## src/rtl/ppws_pkg.sv

```systemverilog
// Package for the pulse peak weighted-sum block: sizes, operation and
// register codes, and the control struct of the multiply-accumulate unit.
// No dependencies.
`default_nettype none

package ppws_pkg;

  // Table depth and effective weight width.
  localparam int MAX_TAPS    = 64;
  localparam int WEIGHT_BITS = 16;
  localparam int W_EFF       = (WEIGHT_BITS < 16) ? WEIGHT_BITS : 16;
  localparam int TAP_AW      = (MAX_TAPS > 1) ? $clog2(MAX_TAPS) : 1;
  localparam int CNT_W       = $clog2(MAX_TAPS + 1);

  // Field widths of the channels.
  localparam int OP_W      = 2;
  localparam int IDX_W     = 6;
  localparam int WFIELD_W  = 16;
  localparam int SMP_W     = 10;
  localparam int OUT_W     = 32;

  // Register widths and codes.
  localparam int TAP_CNT_W  = 7;
  localparam int THR_W      = 16;
  localparam int CFG_IDX_W  = 1;
  localparam int CFG_DATA_W = 16;
  localparam logic [CFG_IDX_W-1:0] REG_TAP_COUNT     = 1'b0;
  localparam logic [CFG_IDX_W-1:0] REG_AMP_THRESHOLD = 1'b1;
  localparam logic [THR_W-1:0]     THR_RESET         = 16'd900;

  // Operation codes of an input item.
  localparam logic [OP_W-1:0] OP_LOAD_AMP  = 2'd0;
  localparam logic [OP_W-1:0] OP_LOAD_TIME = 2'd1;
  localparam logic [OP_W-1:0] OP_SAMPLE    = 2'd2;

  // Arithmetic sizes: Q12 sums, Q8 time dividend.
  localparam int FRAC_BITS = 12;
  localparam int TIME_FRAC = 8;
  localparam int PROD_W    = W_EFF + SMP_W + 1;
  localparam int SUM_W     = 34;
  localparam int DIVD_W    = SUM_W + TIME_FRAC;

  localparam logic [SMP_W-1:0]        SAMPLE_FULL = 10'd1023;
  localparam logic signed [SUM_W-1:0] AMP_FORCED  = SUM_W'(1023 * 4096);

  // Commands to the multiply-accumulate unit.
  typedef struct packed {
    logic clear;
    logic acc_amp;
    logic acc_time;
  } mac_ctrl_t;

endpackage

`default_nettype wire

```

## src/rtl/ppws_in_if.sv

```systemverilog
// Input channel of the pulse peak weighted-sum block: valid/ready plus
// the load and sample fields. Depends on ppws_pkg.
`default_nettype none

interface ppws_in_if;
  import ppws_pkg::*;

  logic                       valid;
  logic                       ready;
  logic [OP_W-1:0]            operation;
  logic [IDX_W-1:0]           weight_index;
  logic signed [WFIELD_W-1:0] weight_value;
  logic [SMP_W-1:0]           sample;
  logic                       last_sample;

  modport source (
    output valid, operation, weight_index, weight_value, sample, last_sample,
    input  ready
  );

  modport sink (
    input  valid, operation, weight_index, weight_value, sample, last_sample,
    output ready
  );
endinterface

`default_nettype wire

```

## src/rtl/ppws_out_if.sv

```systemverilog
// Result channel of the pulse peak weighted-sum block: valid/ready plus
// amplitude, peak time and the divide-by-zero flag. Depends on ppws_pkg.
`default_nettype none

interface ppws_out_if;
  import ppws_pkg::*;

  logic                    valid;
  logic                    ready;
  logic signed [OUT_W-1:0] amplitude;
  logic signed [OUT_W-1:0] peak_time;
  logic                    divide_by_zero;

  modport source (
    output valid, amplitude, peak_time, divide_by_zero,
    input  ready
  );

  modport sink (
    input  valid, amplitude, peak_time, divide_by_zero,
    output ready
  );
endinterface

`default_nettype wire

```

## src/rtl/ppws_ram.sv

```systemverilog
// Generic single-port-write, single-port-read RAM with registered read data.
// No dependencies.
`default_nettype none

module ppws_ram #(
  parameter int WIDTH = 16,
  parameter int DEPTH = 64
) (
  input  wire logic                     clk,
  input  wire logic                     we,
  input  wire logic [$clog2(DEPTH)-1:0] waddr,
  input  wire logic [WIDTH-1:0]         wdata,
  input  wire logic [$clog2(DEPTH)-1:0] raddr,
  output      logic [WIDTH-1:0]         rdata
);

  logic [WIDTH-1:0] mem [DEPTH];

  // Write port and registered read port.
  always_ff @(posedge clk) begin
    if (we) begin
      mem[waddr] <= wdata;
    end
    rdata <= mem[raddr];
  end

endmodule

`default_nettype wire

```

## src/rtl/ppws_mac.sv

```systemverilog
// Shared multiply-accumulate unit: one multiplier serves the amplitude and
// the time sum in turn, and the peak sample is tracked. Depends on ppws_pkg.
`default_nettype none

module ppws_mac (
  input  wire logic                       clk,
  input  wire logic                       rst_n,
  input  wire ppws_pkg::mac_ctrl_t        ctrl,
  input  wire logic [ppws_pkg::W_EFF-1:0] amp_weight,
  input  wire logic [ppws_pkg::W_EFF-1:0] time_weight,
  input  wire logic [ppws_pkg::SMP_W-1:0] sample,
  output      logic signed [ppws_pkg::SUM_W-1:0] amp_sum,
  output      logic signed [ppws_pkg::SUM_W-1:0] time_sum,
  output      logic [ppws_pkg::SMP_W-1:0] max_seen
);
  import ppws_pkg::*;

  logic signed [W_EFF-1:0]  weight_sel;
  logic signed [PROD_W-1:0] product;
  logic signed [SUM_W-1:0]  amp_sum_r, amp_sum_nxt;
  logic signed [SUM_W-1:0] time_sum_r, time_sum_nxt;
  logic [SMP_W-1:0]         max_seen_r, max_seen_nxt;

  // One multiplier; the operand select picks the table being accumulated.
  assign weight_sel = ctrl.acc_time ? $signed(time_weight) : $signed(amp_weight);
  assign product    = PROD_W'(weight_sel) * $signed({1'b0, sample});

  always_comb begin
    amp_sum_nxt  = amp_sum_r;
    time_sum_nxt = time_sum_r;
    max_seen_nxt = max_seen_r;
    if (ctrl.clear) begin
      amp_sum_nxt  = '0;
      time_sum_nxt = '0;
      max_seen_nxt = '0;
    end else if (ctrl.acc_amp) begin
      amp_sum_nxt = amp_sum_r + SUM_W'(product);
      if (sample > max_seen_r) begin
        max_seen_nxt = sample;
      end
    end else if (ctrl.acc_time) begin
      time_sum_nxt = time_sum_r + SUM_W'(product);
    end
  end

  always_ff @(posedge clk) begin
    if (!rst_n) begin
      amp_sum_r  <= '0;
      time_sum_r <= '0;
      max_seen_r <= '0;
    end else begin
      amp_sum_r  <= amp_sum_nxt;
      time_sum_r <= time_sum_nxt;
      max_seen_r <= max_seen_nxt;
    end
  end

  assign amp_sum  = amp_sum_r;
  assign time_sum = time_sum_r;
  assign max_seen = max_seen_r;

endmodule

`default_nettype wire

```

## src/rtl/ppws_div.sv

```systemverilog
// Radix-2 restoring divider, one quotient bit per cycle, with truncation
// toward zero and saturation of the quotient to 32 bits. Depends on ppws_pkg.
`default_nettype none

module ppws_div (
  input  wire logic                               clk,
  input  wire logic                               rst_n,
  input  wire logic                               start,
  input  wire logic signed [ppws_pkg::DIVD_W-1:0] dividend,
  input  wire logic signed [ppws_pkg::SUM_W-1:0]  divisor,
  output      logic                               done,
  output      logic signed [ppws_pkg::OUT_W-1:0]  quotient
);
  import ppws_pkg::*;

  localparam int DCNT_W = $clog2(DIVD_W);
  localparam logic [DIVD_W-1:0] POS_LIM = DIVD_W'(64'h7FFF_FFFF);
  localparam logic [DIVD_W-1:0] NEG_LIM = DIVD_W'(64'h8000_0000);

  logic              busy_r, busy_nxt;
  logic              done_r, done_nxt;
  logic [DCNT_W-1:0] cnt_r, cnt_nxt;
  logic              neg_r, neg_nxt;
  logic [SUM_W-1:0]  dvs_r, dvs_nxt;
  logic [SUM_W-1:0]  rem_r, rem_nxt;
  logic [DIVD_W-1:0] quo_r, quo_nxt;
  logic [SUM_W:0]    shifted;
  logic [SUM_W+1:0]  diff;
  logic [DIVD_W-1:0] q_neg;

  // One trial subtraction per cycle.
  assign shifted = {rem_r, quo_r[DIVD_W-1]};
  assign diff    = {1'b0, shifted} - {2'b0, dvs_r};

  always_comb begin
    busy_nxt = busy_r;
    done_nxt = 1'b0;
    cnt_nxt  = cnt_r;
    neg_nxt  = neg_r;
    dvs_nxt  = dvs_r;
    rem_nxt  = rem_r;
    quo_nxt  = quo_r;
    if (start) begin
      // Work on magnitudes; the sign is applied at the end.
      busy_nxt = 1'b1;
      cnt_nxt  = DCNT_W'(DIVD_W - 1);
      neg_nxt  = dividend[DIVD_W-1] ^ divisor[SUM_W-1];
      dvs_nxt  = divisor[SUM_W-1] ? SUM_W'(-divisor) : SUM_W'(divisor);
      rem_nxt  = '0;
      quo_nxt  = dividend[DIVD_W-1] ? DIVD_W'(-dividend) : DIVD_W'(dividend);
    end else if (busy_r) begin
      if (diff[SUM_W+1]) begin
        rem_nxt = shifted[SUM_W-1:0];
      end else begin
        rem_nxt = diff[SUM_W-1:0];
      end
      quo_nxt = {quo_r[DIVD_W-2:0], ~diff[SUM_W+1]};
      if (cnt_r == '0) begin
        busy_nxt = 1'b0;
        done_nxt = 1'b1;
      end else begin
        cnt_nxt = cnt_r - DCNT_W'(1);
      end
    end
  end

  always_ff @(posedge clk) begin
    if (!rst_n) begin
      busy_r <= 1'b0;
      done_r <= 1'b0;
      cnt_r  <= '0;
    end else begin
      busy_r <= busy_nxt;
      done_r <= done_nxt;
      cnt_r  <= cnt_nxt;
    end
  end

  always_ff @(posedge clk) begin
    neg_r <= neg_nxt;
    dvs_r <= dvs_nxt;
    rem_r <= rem_nxt;
    quo_r <= quo_nxt;
  end

  // Sign and saturation of the finished quotient.
  assign q_neg = -quo_r;

  always_comb begin
    if (!neg_r) begin
      quotient = (quo_r > POS_LIM) ? $signed(OUT_W'(POS_LIM)) : $signed(quo_r[OUT_W-1:0]);
    end else begin
      quotient = (quo_r > NEG_LIM) ? $signed(OUT_W'(NEG_LIM)) : $signed(q_neg[OUT_W-1:0]);
    end
  end

  assign done = done_r;

endmodule

`default_nettype wire

```

## src/rtl/pulse_peak_weighted_sum_top.sv

```systemverilog
// Top level of the pulse peak weighted-sum block: sequencer, weight tables,
// registers and result register. Depends on ppws_pkg, ppws_in_if,
// ppws_out_if, ppws_ram, ppws_mac and ppws_div.
//
//  Port     | Direction | Carries
//  ---------+-----------+------------------------------------------------
//  in_ch    | sink      | weight loads and trace samples, valid/ready
//  out_ch   | source    | amplitude, peak time, divide-by-zero flag
//  cfg_*    | input     | register writes: tap_count, amp_threshold
//
// A weight load, an ignored item or a sample past the taps is handled at its transfer.
// A sample inside the taps passes the transfer with the table read, then the shared
// multiplier once for each weighted sum. A trace end adds the threshold check, the
// divide state when the amplitude is nonzero, and a step that moves the result into
// the output register, which stalls while that is full.
// Reset clears the sums, counter and registers; the weight tables keep their contents.
`default_nettype none

module pulse_peak_weighted_sum_top (
  input  wire logic                               clk,
  input  wire logic                               rst_n,
  ppws_in_if.sink                                 in_ch,
  ppws_out_if.source                              out_ch,
  input  wire logic                               cfg_we,
  input  wire logic [ppws_pkg::CFG_IDX_W-1:0]     cfg_index,
  input  wire logic [ppws_pkg::CFG_DATA_W-1:0]    cfg_wdata
);
  import ppws_pkg::*;

  localparam int ST_W = 3;
  localparam logic [ST_W-1:0] S_IDLE   = 3'd0;
  localparam logic [ST_W-1:0] S_MAC_A  = 3'd1;
  localparam logic [ST_W-1:0] S_MAC_T  = 3'd2;
  localparam logic [ST_W-1:0] S_FINISH = 3'd3;
  localparam logic [ST_W-1:0] S_DIV    = 3'd4;
  localparam logic [ST_W-1:0] S_RESULT = 3'd5;

  localparam logic signed [SUM_W-1:0] SAT_HI = SUM_W'(64'h7FFF_FFFF);
  localparam logic signed [SUM_W-1:0] SAT_LO = -SUM_W'(64'h8000_0000);

  logic [ST_W-1:0]      state_r, state_nxt;
  logic [TAP_CNT_W-1:0] tap_count_r;
  logic [THR_W-1:0]     amp_threshold_r;
  logic [CNT_W-1:0]     sample_count_r, sample_count_nxt;
  logic [SMP_W-1:0]     smp_r, smp_nxt;
  logic                 last_r, last_nxt;
  logic signed [SUM_W-1:0] amp_eff_r, amp_eff_nxt;

  logic signed [OUT_W-1:0] res_amp_r, res_amp_nxt;
  logic signed [OUT_W-1:0] res_time_r, res_time_nxt;
  logic                    res_dz_r, res_dz_nxt;

  logic                    out_valid_r, out_valid_nxt;
  logic signed [OUT_W-1:0] out_amp_r, out_amp_nxt;
  logic signed [OUT_W-1:0] out_time_r, out_time_nxt;
  logic                    out_dz_r, out_dz_nxt;

  logic                 in_xfer;
  logic                 load_ok;
  logic                 we_amp, we_time;
  logic [TAP_AW-1:0]    waddr, raddr;
  logic [W_EFF-1:0]     wdata;
  logic [W_EFF-1:0]     amp_w, time_w;
  logic [TAP_CNT_W-1:0] taps;
  logic                 tap_open;
  mac_ctrl_t            mac_ctrl;
  logic signed [SUM_W-1:0] amp_sum, time_sum;
  logic [SMP_W-1:0]     max_seen;
  logic signed [SUM_W-1:0] amp_calc;
  logic                 div_start, div_done;
  logic signed [OUT_W-1:0] div_q;
  logic                 out_free;
  logic                 div_pend_r;

  // Register writes.
  always_ff @(posedge clk) begin
    if (!rst_n) begin
      tap_count_r     <= '0;
      amp_threshold_r <= THR_RESET;
    end else if (cfg_we) begin
      unique case (cfg_index)
        REG_TAP_COUNT:     tap_count_r     <= cfg_wdata[TAP_CNT_W-1:0];
        REG_AMP_THRESHOLD: amp_threshold_r <= cfg_wdata[THR_W-1:0];
        default:           ;
      endcase
    end
  end

  // Taps in use and whether the current sample still falls inside them.
  assign taps     = (32'(tap_count_r) > MAX_TAPS) ? TAP_CNT_W'(MAX_TAPS) : tap_count_r;
  assign tap_open = 32'(sample_count_r) < 32'(taps);

  // Weight table writes happen on the load transfer itself.
  assign in_ch.ready = (state_r == S_IDLE);
  assign in_xfer     = in_ch.valid && in_ch.ready;
  assign load_ok     = 32'(in_ch.weight_index) < MAX_TAPS;
  assign we_amp      = in_xfer && (in_ch.operation == OP_LOAD_AMP) && load_ok;
  assign we_time     = in_xfer && (in_ch.operation == OP_LOAD_TIME) && load_ok;
  assign waddr       = TAP_AW'(in_ch.weight_index);
  assign wdata       = in_ch.weight_value[W_EFF-1:0];
  assign raddr       = TAP_AW'(sample_count_r);

  ppws_ram #(.WIDTH(W_EFF), .DEPTH(MAX_TAPS)) u_amp_ram (
    .clk   (clk),
    .we    (we_amp),
    .waddr (waddr),
    .wdata (wdata),
    .raddr (raddr),
    .rdata (amp_w)
  );

  ppws_ram #(.WIDTH(W_EFF), .DEPTH(MAX_TAPS)) u_time_ram (
    .clk   (clk),
    .we    (we_time),
    .waddr (waddr),
    .wdata (wdata),
    .raddr (raddr),
    .rdata (time_w)
  );

  ppws_mac u_mac (
    .clk         (clk),
    .rst_n       (rst_n),
    .ctrl        (mac_ctrl),
    .amp_weight  (amp_w),
    .time_weight (time_w),
    .sample      (smp_r),
    .amp_sum     (amp_sum),
    .time_sum    (time_sum),
    .max_seen    (max_seen)
  );

  ppws_div u_div (
    .clk      (clk),
    .rst_n    (rst_n),
    .start    (div_start),
    .dividend ({time_sum, {TIME_FRAC{1'b0}}}),
    .divisor  (amp_eff_r),
    .done     (div_done),
    .quotient (div_q)
  );

  // Amplitude after the full-scale check.
  always_comb begin
    if ((amp_sum > $signed({{(SUM_W-THR_W-FRAC_BITS){1'b0}}, amp_threshold_r,
                            {FRAC_BITS{1'b0}}})) && (max_seen == SAMPLE_FULL)) begin
      amp_calc = AMP_FORCED;
    end else begin
      amp_calc = amp_sum;
    end
  end

  assign out_free = !out_valid_r || out_ch.ready;

  // Sequencer.
  always_comb begin
    state_nxt        = state_r;
    sample_count_nxt = sample_count_r;
    smp_nxt          = smp_r;
    last_nxt         = last_r;
    amp_eff_nxt      = amp_eff_r;
    res_amp_nxt      = res_amp_r;
    res_time_nxt     = res_time_r;
    res_dz_nxt       = res_dz_r;
    mac_ctrl         = '0;
    div_start        = 1'b0;
    out_valid_nxt    = out_valid_r && !out_ch.ready;
    out_amp_nxt      = out_amp_r;
    out_time_nxt     = out_time_r;
    out_dz_nxt       = out_dz_r;

    unique case (state_r)
      S_IDLE: begin
        if (in_xfer && (in_ch.operation == OP_SAMPLE)) begin
          smp_nxt  = in_ch.sample;
          last_nxt = in_ch.last_sample;
          if (tap_open) begin
            state_nxt = S_MAC_A;
          end else if (in_ch.last_sample) begin
            state_nxt = S_FINISH;
          end
        end
      end
      S_MAC_A: begin
        mac_ctrl.acc_amp = 1'b1;
        state_nxt        = S_MAC_T;
      end
      S_MAC_T: begin
        mac_ctrl.acc_time = 1'b1;
        sample_count_nxt  = sample_count_r + CNT_W'(1);
        state_nxt         = last_r ? S_FINISH : S_IDLE;
      end
      S_FINISH: begin
        amp_eff_nxt = amp_calc;
        res_dz_nxt  = 1'b0;
        res_time_nxt = '0;
        if (taps == '0) begin
          res_amp_nxt = '0;
          state_nxt   = S_RESULT;
        end else begin
          if (amp_calc > SAT_HI) begin
            res_amp_nxt = OUT_W'(SAT_HI);
          end else if (amp_calc < SAT_LO) begin
            res_amp_nxt = OUT_W'(SAT_LO);
          end else begin
            res_amp_nxt = amp_calc[OUT_W-1:0];
          end
          if (amp_calc == '0) begin
            res_dz_nxt = 1'b1;
            state_nxt  = S_RESULT;
          end else begin
            state_nxt = S_DIV;
          end
        end
      end
      S_DIV: begin
        // The divider starts on the first cycle here, when the divisor is
        // already registered.
        div_start = div_pend_r;
        if (div_done) begin
          res_time_nxt = div_q;
          state_nxt    = S_RESULT;
        end
      end
      S_RESULT: begin
        if (out_free) begin
          out_valid_nxt    = 1'b1;
          out_amp_nxt      = res_amp_r;
          out_time_nxt     = res_time_r;
          out_dz_nxt       = res_dz_r;
          mac_ctrl.clear   = 1'b1;
          sample_count_nxt = '0;
          state_nxt        = S_IDLE;
        end
      end
      default: begin
        state_nxt = S_IDLE;
      end
    endcase
  end

  // Divider start: registered from the move into the divide state, so it is raised
  // in the first cycle there, when the registered amplitude is in place.
  always_ff @(posedge clk) begin
    if (!rst_n) begin
      div_pend_r <= 1'b0;
    end else begin
      div_pend_r <= (state_r == S_FINISH) && (state_nxt == S_DIV);
    end
  end

  always_ff @(posedge clk) begin
    if (!rst_n) begin
      state_r        <= S_IDLE;
      sample_count_r <= '0;
      out_valid_r    <= 1'b0;
    end else begin
      state_r        <= state_nxt;
      sample_count_r <= sample_count_nxt;
      out_valid_r    <= out_valid_nxt;
    end
  end

  always_ff @(posedge clk) begin
    smp_r      <= smp_nxt;
    last_r     <= last_nxt;
    amp_eff_r  <= amp_eff_nxt;
    res_amp_r  <= res_amp_nxt;
    res_time_r <= res_time_nxt;
    res_dz_r   <= res_dz_nxt;
    out_amp_r  <= out_amp_nxt;
    out_time_r <= out_time_nxt;
    out_dz_r   <= out_dz_nxt;
  end

  assign out_ch.valid          = out_valid_r;
  assign out_ch.amplitude      = out_amp_r;
  assign out_ch.peak_time      = out_time_r;
  assign out_ch.divide_by_zero = out_dz_r;

endmodule

`default_nettype wire

```

## src/flat_wrapper.sv

```systemverilog
// flat-port wrapper written by rule: the top's interface ports become plain ports
module pulse_peak_weighted_sum_top_flat import ppws_pkg::*;
  (clk, rst_n, cfg_we, cfg_index, cfg_wdata, in_ch_valid, in_ch_operation, in_ch_weight_index, in_ch_weight_value, in_ch_sample, in_ch_last_sample, in_ch_ready, out_ch_valid, out_ch_amplitude, out_ch_peak_time, out_ch_divide_by_zero, out_ch_ready);
  ppws_in_if in_ch_i ();
  ppws_out_if out_ch_i ();
  input  wire logic clk;
  input  wire logic rst_n;
  input  wire logic cfg_we;
  input  wire logic [ppws_pkg::CFG_IDX_W-1:0] cfg_index;
  input  wire logic [ppws_pkg::CFG_DATA_W-1:0] cfg_wdata;
  input wire logic [$bits(in_ch_i.valid)-1:0] in_ch_valid;
  input wire logic [$bits(in_ch_i.operation)-1:0] in_ch_operation;
  input wire logic [$bits(in_ch_i.weight_index)-1:0] in_ch_weight_index;
  input wire logic [$bits(in_ch_i.weight_value)-1:0] in_ch_weight_value;
  input wire logic [$bits(in_ch_i.sample)-1:0] in_ch_sample;
  input wire logic [$bits(in_ch_i.last_sample)-1:0] in_ch_last_sample;
  output wire logic [$bits(in_ch_i.ready)-1:0] in_ch_ready;
  output wire logic [$bits(out_ch_i.valid)-1:0] out_ch_valid;
  output wire logic [$bits(out_ch_i.amplitude)-1:0] out_ch_amplitude;
  output wire logic [$bits(out_ch_i.peak_time)-1:0] out_ch_peak_time;
  output wire logic [$bits(out_ch_i.divide_by_zero)-1:0] out_ch_divide_by_zero;
  input wire logic [$bits(out_ch_i.ready)-1:0] out_ch_ready;
  assign in_ch_i.valid = in_ch_valid;
  assign in_ch_i.operation = in_ch_operation;
  assign in_ch_i.weight_index = in_ch_weight_index;
  assign in_ch_i.weight_value = in_ch_weight_value;
  assign in_ch_i.sample = in_ch_sample;
  assign in_ch_i.last_sample = in_ch_last_sample;
  assign in_ch_ready = in_ch_i.ready;
  assign out_ch_valid = out_ch_i.valid;
  assign out_ch_amplitude = out_ch_i.amplitude;
  assign out_ch_peak_time = out_ch_i.peak_time;
  assign out_ch_divide_by_zero = out_ch_i.divide_by_zero;
  assign out_ch_i.ready = out_ch_ready;
  pulse_peak_weighted_sum_top u_core (.clk(clk), .rst_n(rst_n), .in_ch(in_ch_i), .out_ch(out_ch_i), .cfg_we(cfg_we), .cfg_index(cfg_index), .cfg_wdata(cfg_wdata));
endmodule
```

## config.mk

```make
export PLATFORM = sky130hd
export DESIGN_NAME = pulse_peak_weighted_sum_top_flat
export DESIGN_NICKNAME = d
export VERILOG_FILES = /design/src/rtl/ppws_pkg.sv /design/src/rtl/ppws_in_if.sv /design/src/rtl/ppws_out_if.sv /design/src/rtl/ppws_ram.sv /design/src/rtl/ppws_mac.sv /design/src/rtl/ppws_div.sv /design/src/rtl/pulse_peak_weighted_sum_top.sv /design/src/flat_wrapper.sv
export SDC_FILE = /design/constraint.sdc
export NUM_CORES = 2
export LEC_CHECK = 0
export ABC_AREA = 1
export BUFFER_PORTS_ARGS = -buffer_cell sky130_fd_sc_hd__buf_2
export CAP_MARGIN = 20
export CORE_ASPECT_RATIO = 1.4
export CORE_MARGIN = 3
export CORE_UTILIZATION = 33
export CTS_CLUSTER_SIZE = 20
export DETAILED_ROUTE_END_ITERATION = 10
export HOLD_SLACK_MARGIN = 0.02
export PLACE_DENSITY = 0.54
export SLEW_MARGIN = 15
export SYNTH_ARGS = -nofsm -noshare
export SYNTH_HDL_FRONTEND = slang
export SYNTH_HIERARCHICAL = 1
export SYNTH_SLANG_ARGS = --single-unit
```

## constraint.sdc

```tcl
create_clock -name clk -period 6.8 [get_ports clk]
set_clock_uncertainty 0.05 [all_clocks]
set_input_delay 1.02 -clock clk [delete_from_list [all_inputs] [get_ports clk]]
set_output_delay 1.02 -clock clk [all_outputs]
set_load 0.01 [all_outputs]
```

# Yosys cells after proc, flatten, opt, wreduce, memory -nomap -nowiden
# Memories as Yosys holds them, arrays and structs flattened. A register that Yosys moved wholly into a read port is not among the register bits.
# Cells that the tools add are included.
# Widths: inputs -> output; s select.
dict set report word_totals {
  register_bits 407
  latchBits 0
  mem_bits_rw 2048
  romBits 0
  inputBits 57
  out_inout_bits 67
  elab_cells 143
  mem_count 2
}
# name words width rd rd_clocked_by_memory_dff wr line
set mem_list {}
lappend mem_list {u_core.u_amp_ram.mem 64 16 1 1 1 ppws_ram.sv:17} ;# logic [WIDTH-1:0] mem [DEPTH];
lappend mem_list {u_core.u_time_ram.mem 64 16 1 1 1 ppws_ram.sv:17}
dict set report classes {
  n_addsub 8
  mul 1
  div_mod_pow 0
  n_lt_le_gt_ge 8
  eq_ne 12
  shift 0
  muxes 45
  n_bitwise 7
  reduce_logical 32
}
# cell count
set op_table {}
lappend op_table {{$mux 32} 5}
lappend op_table {{$mux 42} 3}
lappend op_table {{$add 34x27->34} 2}
lappend op_table {{$mux 34} 2}
lappend op_table {{$pmux 32 s2} 1}
lappend op_table {{$gt 42x31->1 const B} 1}
lappend op_table {{$gt 42x32->1 const B} 1}
lappend op_table {{$neg 42->42} 1}
lappend op_table {{$sub 35x34->36} 1}
lappend op_table {{$gt 34x29->1} 1}
lappend op_table {{$gt 34x32->1 const B} 1}
lappend op_table {{$logic_not 34->1} 1}
lappend op_table {{$lt 34x32->1 const B} 1}
lappend op_table {{$neg 34->34} 1}
lappend op_table {{$mux 33} 1}
lappend op_table {{$neg 32->32} 1}
lappend op_table {{$mux 31} 1}
lappend op_table {{$mul 16x11->27} 1}
lappend op_table {{$reduce_and 2->1} 10}
lappend op_table {{$mux 3} 6}
lappend op_table {{$mux 6} 3}
lappend op_table {{$pmux 3 s6} 1}
lappend op_table {{$mux 1} 17}
lappend op_table {{$mux 16} 1}
lappend op_table {{28 further kinds} 49}

# Depth between registers and ports, before layout
dict set report logic_depth {
  word_depth 9
  depth_mapped 48
  depth_no_buf 46
}

# Modules after synthesis
# The synthesis kept the hierarchy.
# module n_inst cells_per_inst area_per_inst_um2
set modules_own_cells {}
lappend modules_own_cells {ppws_ram 2 3517 42099.1}
lappend modules_own_cells {ppws_mac 1 2048 13794.5}
lappend modules_own_cells {ppws_div 1 1699 10841.6}
lappend modules_own_cells {pulse_peak_weighted_sum_top 1 700 8466.9}

# Worst setup path after synthesis
# No wires, ideal clock.
dict set report synth_path {
  path_type {reg2reg}
  start {reg u_core.state_r[2]}
  end {reg u_core.u_mac.amp_sum_r[33], in the netlist u_core/u_mac/amp_sum[33]}
  t_arrival_ns 7.039
  path_slack_ns -0.399
  stages_incl_launch_ff 38
  path_buffers 1
  synth_period_minus_slack_ns 7.199
  cell_sequence {dfxtp_1 inv_1 nand2_1 nor2_1 buf_2 mux2i_1 nor2_1 fa_1 fa_1 inv_1 fa_1 inv_1 fa_1 inv_1 fa_1 inv_1 ha_1 nand2_1 [... 2 more ...] nor2_1 nand2_1 nand3_2 nand3_2 nand2_2 inv_1 ha_1 nand2_1 nor2_1 nand2_1 nor2_1 nand3_2 nand3_2 nand3_1 nand3_1 nand2_1 inv_1 nor2_1}
}
# item line
set synth_rtl {}
lappend synth_rtl {{start: declaration} pulse_peak_weighted_sum_top.sv:41} ;# logic [ST_W-1:0] state_r, state_nxt;
lappend synth_rtl {{start signal: assignment} pulse_peak_weighted_sum_top.sv:258} ;# state_r <= state_nxt;
lappend synth_rtl {{end signal: assignment} ppws_mac.sv:52} ;# amp_sum_r <= amp_sum_nxt;
lappend synth_rtl {{end: declaration} ppws_mac.sv:20} ;# logic signed [SUM_W-1:0] amp_sum_r, amp_sum_nxt;

==> flow_summary.toml <==
[sta]
fin_crit_sh_pct = 106
drv_slew = 0
setup_viol = 40
rsz0062_at_grt = "true"
layout_min_cycle_time_ns = 7.21
fin_ws_ns = -0.406
fmax_mhz = 139
relSlewSlack_pct = 25.2
hold_viol = 0
worst_slew_pin_slew_ns = 1.12

[synthesis]
yosysTopAreaCell = "edfxtp_1"
synth_flop_cell = "edfxtp_1"
synth_area_leaders = "edfxtp_1 59%, nand2_1 11%, nand3_1 8.4%"
syn_inst = 11481
netlist.area_leader.share_pct = 58.9
synth_warnings = 6
synth_edf_count = 2300
synth_seq_area_share_pct = 62.1
yosys-top-cells-count = "3572 x nand2_1, 2300 x edfxtp_1, 1960 x nand3_1"
ys_types = 68
synth_area_um2 = 117000
ys_seq_elements = 2487
avgSynthCellArea_um2 = 10.2
yosysMostFrequentCell = "nand2_1"
async_flop_share_pct = 0

[finish]
area_growth_pct = 18.4
drive_gt1_share_pct = 16.3
post-route-util_pct = 39.3
final_cells = 16936
layout.nets = 12450

[power_and_ir_drop]
power.internal_uw = 43600
switchingPower_uw = 27500
p_clk_share_pct = 20.2
max-vdd-ir-drop_v = 0.000987
combinationalPowerShare_pct = 55.9
total_leakage_power_uw = 0.0536
power.sequential.fraction_pct = 23.9
switching_share_pct = 38.7
power_uw = 71100
powerDensity_nw_per_um2 = 511

[route]
vias_per_cell = 4.95
ant_nets = 0
drt-pass1-iter-count = 5
drt_iter0_markers = 6318
route.vias.total = 83873
totalWireLength_um = 352000
wl_per_cell_um = 20.8
drc = 0

[outcome]
status = "finished, violations left"
violations = "negative setup slack"

[placed_design]
place_ws_ns = -0.884
dp_hpwl_um = 221000
io_buffers = 123
gp_congestion = 0.918
dp_cells = 16340

[setup_path]
cp_top_family = "adder cells"
start_kind = "flip-flop"
crit_buf_inv = 14
rrSetupSlack_ns = -0.41
critPathRequiredTime_ns = 7.45
r2r_start = "u_core/state_r[2]$_SDFF_PN0_"
crit_path_max_fanout = 7
ff2ff_path_depth = 41
critPathKind = "flip-flop to flip-flop"
r2r_end = "u_core/u_mac/time_sum[28]$_SDFFE_PP0P_"
arrival_ns = 7.85
crit_path_top_delay_cell = "fa_2"
critical_path.most_common_cell = "nand2_1"
crit_path_start = "u_core/state_r[2]$_SDFF_PN0_"
max_stage_delay_ns = 0.54
end_kind = "flip-flop"

[die]
core_um2 = 353000
start_util_pct = 33.2
die_w_um = 510
dieArea_um2 = 363000
die_h_um = 711
rows = 258
ioPinCount = 124

[clock_network]
cts_max_level = 5
clock_sinks = 2487
clkSlewWorstSetupHoldPaths_ns = 0.06
cts_tree = "yes"
cts_buffers = 270
cts_buffer_depth = 4
insertion_delay_ns = 0.87
cts_root_buf = "clkbuf_16"

[hold_path]
hold_depth = 1
hp-class = "primary input to flip-flop"
hold_path.startpoint = "in_ch_sample[8]"
holdPathEnd = "u_core/smp_r[8]$_DFFE_PP_"

[global_routing]
overflow = 0
grt_pass1_wl_um = 516000
grt_max_degree = 255
grt_use_total_pct = 18.7
grt_pass1_vias = 80904
antenna_found_initial = 13

[job]
drv_cap = 0
## cell families (layout without fill, tap and decap cells)
logic type      count (synthesis)  in the layout  share of synthesized area (%)
simple gates                 6495           6495                           23.6
flops                        2487           2487                           62.1
other cells                     1             29                        0.00320
fa+ha+maj                     347            347                           4.65
xor+xnor                      151            151                           1.13
mux                             1              1                        0.00853
compound gates                586            586                           2.92
buf+inv                      1413           2160                           5.64
## per-stage QoR
stage,hold slack (ns),cell area (µm²),setup TNS [ns]
finish,0.316,139000,-8.65
global route,0.258,139000,-20.19
CTS,0.242,137000,-7.70
detailed placement,0.355,126000,-34.79
global placement,0.350,126000,-30.81
floorplan,0.350,117000,-0.0606
## cell usage in the layout (no fill, tap or decap), types with 53 or more instances in the layout
master | netlist | final
buf_2 | 236 | 107
clkinv_1 | 4 | 57
xor2_1 | 105 | 92
fa_1 | 148 | 135
nand2_4 | 3 | 54
inv_1 | 838 | 761
dfxtp_1 | 187 | 179
ha_4 | 0 | 75
a21oi_1 | 178 | 102
buf_6 | 110 | 85
edfxtp_1 | 2300 | 2300
a21oi_2 | 31 | 82
nand2_1 | 3572 | 3433
nor2_1 | 671 | 581
nand4_1 | 68 | 68
clkbuf_1 | 121 | 53
ha_1 | 199 | 124
buf_4 | 41 | 589
inv_2 | 21 | 83
nand3_1 | 1960 | 1943
o21ai_0 | 236 | 180
nor2_4 | 7 | 61
clkbuf_16 | 0 | 275
nand2_2 | 23 | 110
nor2_2 | 34 | 70
## layout make-up
| type | instances | area, µm² |
|---|---|---|
| clock inverters | 136 | 1310 |
| diodes | 10 | 25.0 |
| well taps | 4680 | 5860 |
| inverters | 866 | 3350 |
| multi-input cells | 7599 | 41600 |
| repair buffers | 822 | 6730 |
| clock buffers | 336 | 7190 |
| fillers | 34280 | 214000 |
| flip-flops and latches | 2487 | 72800 |
## power groups by stage
stage,logic (µW),clock network [µW],registers [µW]
after floorplan,12400,0,17200
after global placement,24500,0,17300
after detailed placement,24400,0,17300
after CTS,31200,14700,17000
after global routing,42200,15300,17000
final,39700,14400,17000
## timing repair
item / 4_1_cts / 5_1_grt
endpoints found under the setup margin: 53 / 53
buffers inserted: 61 / 54
hold buffers: 0 / 0
gates resized for setup: 417 / 469
hold endpoints to repair: 0 / 0
pin swaps: 183 / 258
cloned: 1 / 0
## layer usage
| metal | share of wire (%) | up-vias | wire length [µm] | GRT usage, % |
|---|---|---|---|---|
| met1 | 39 | 40888 | 138000 | 22.2 |
| met3 | 4.5 | 694 | 15800 | 2.21 |
| met5 | 0.019 | - | 67 | 0 |
| met2 | 51 | 2298 | 180000 | 33.2 |
| li1 | - | 39985 | - | - |
| met4 | 5.5 | 8 | 19500 | 9.36 |
## how the worst max path moves through the flow
stage / to / slack [ns] / depth (start not counted)
2_1_floorplan: u_core/u_mac/time_sum[33]$_SDFFE_PP0P_ / -0.02 / 40
3_3_place_gp: u_core/u_mac/amp_sum[28]$_SDFFE_PP0P_ / -0.83 / 36
3_5_place_dp: u_core/u_mac/time_sum[21]$_SDFFE_PP0P_ / -0.88 / 36
4_1_cts: u_core/u_mac/time_sum[28]$_SDFFE_PP0P_ / -0.31 / 37
5_1_grt: u_core/u_mac/time_sum[28]$_SDFFE_PP0P_ / -0.68 / 41
6_report: u_core/u_mac/time_sum[28]$_SDFFE_PP0P_ / -0.41 / 41
## sequential cells by signal (all words and copies together) (netlist names), 34 cells and up
register / count
u_core/u_div/quo_r: 42
u_core/u_mac/time_sum: 34
u_core/u_amp_ram/mem: 1024
u_core/u_div/dvs_r: 34
u_core/u_div/rem_r: 34
u_core/u_time_ram/mem: 1024
u_core/amp_eff_r: 34
u_core/u_mac/amp_sum: 34
Note: power is estimated with default switching activity, not from simulation.
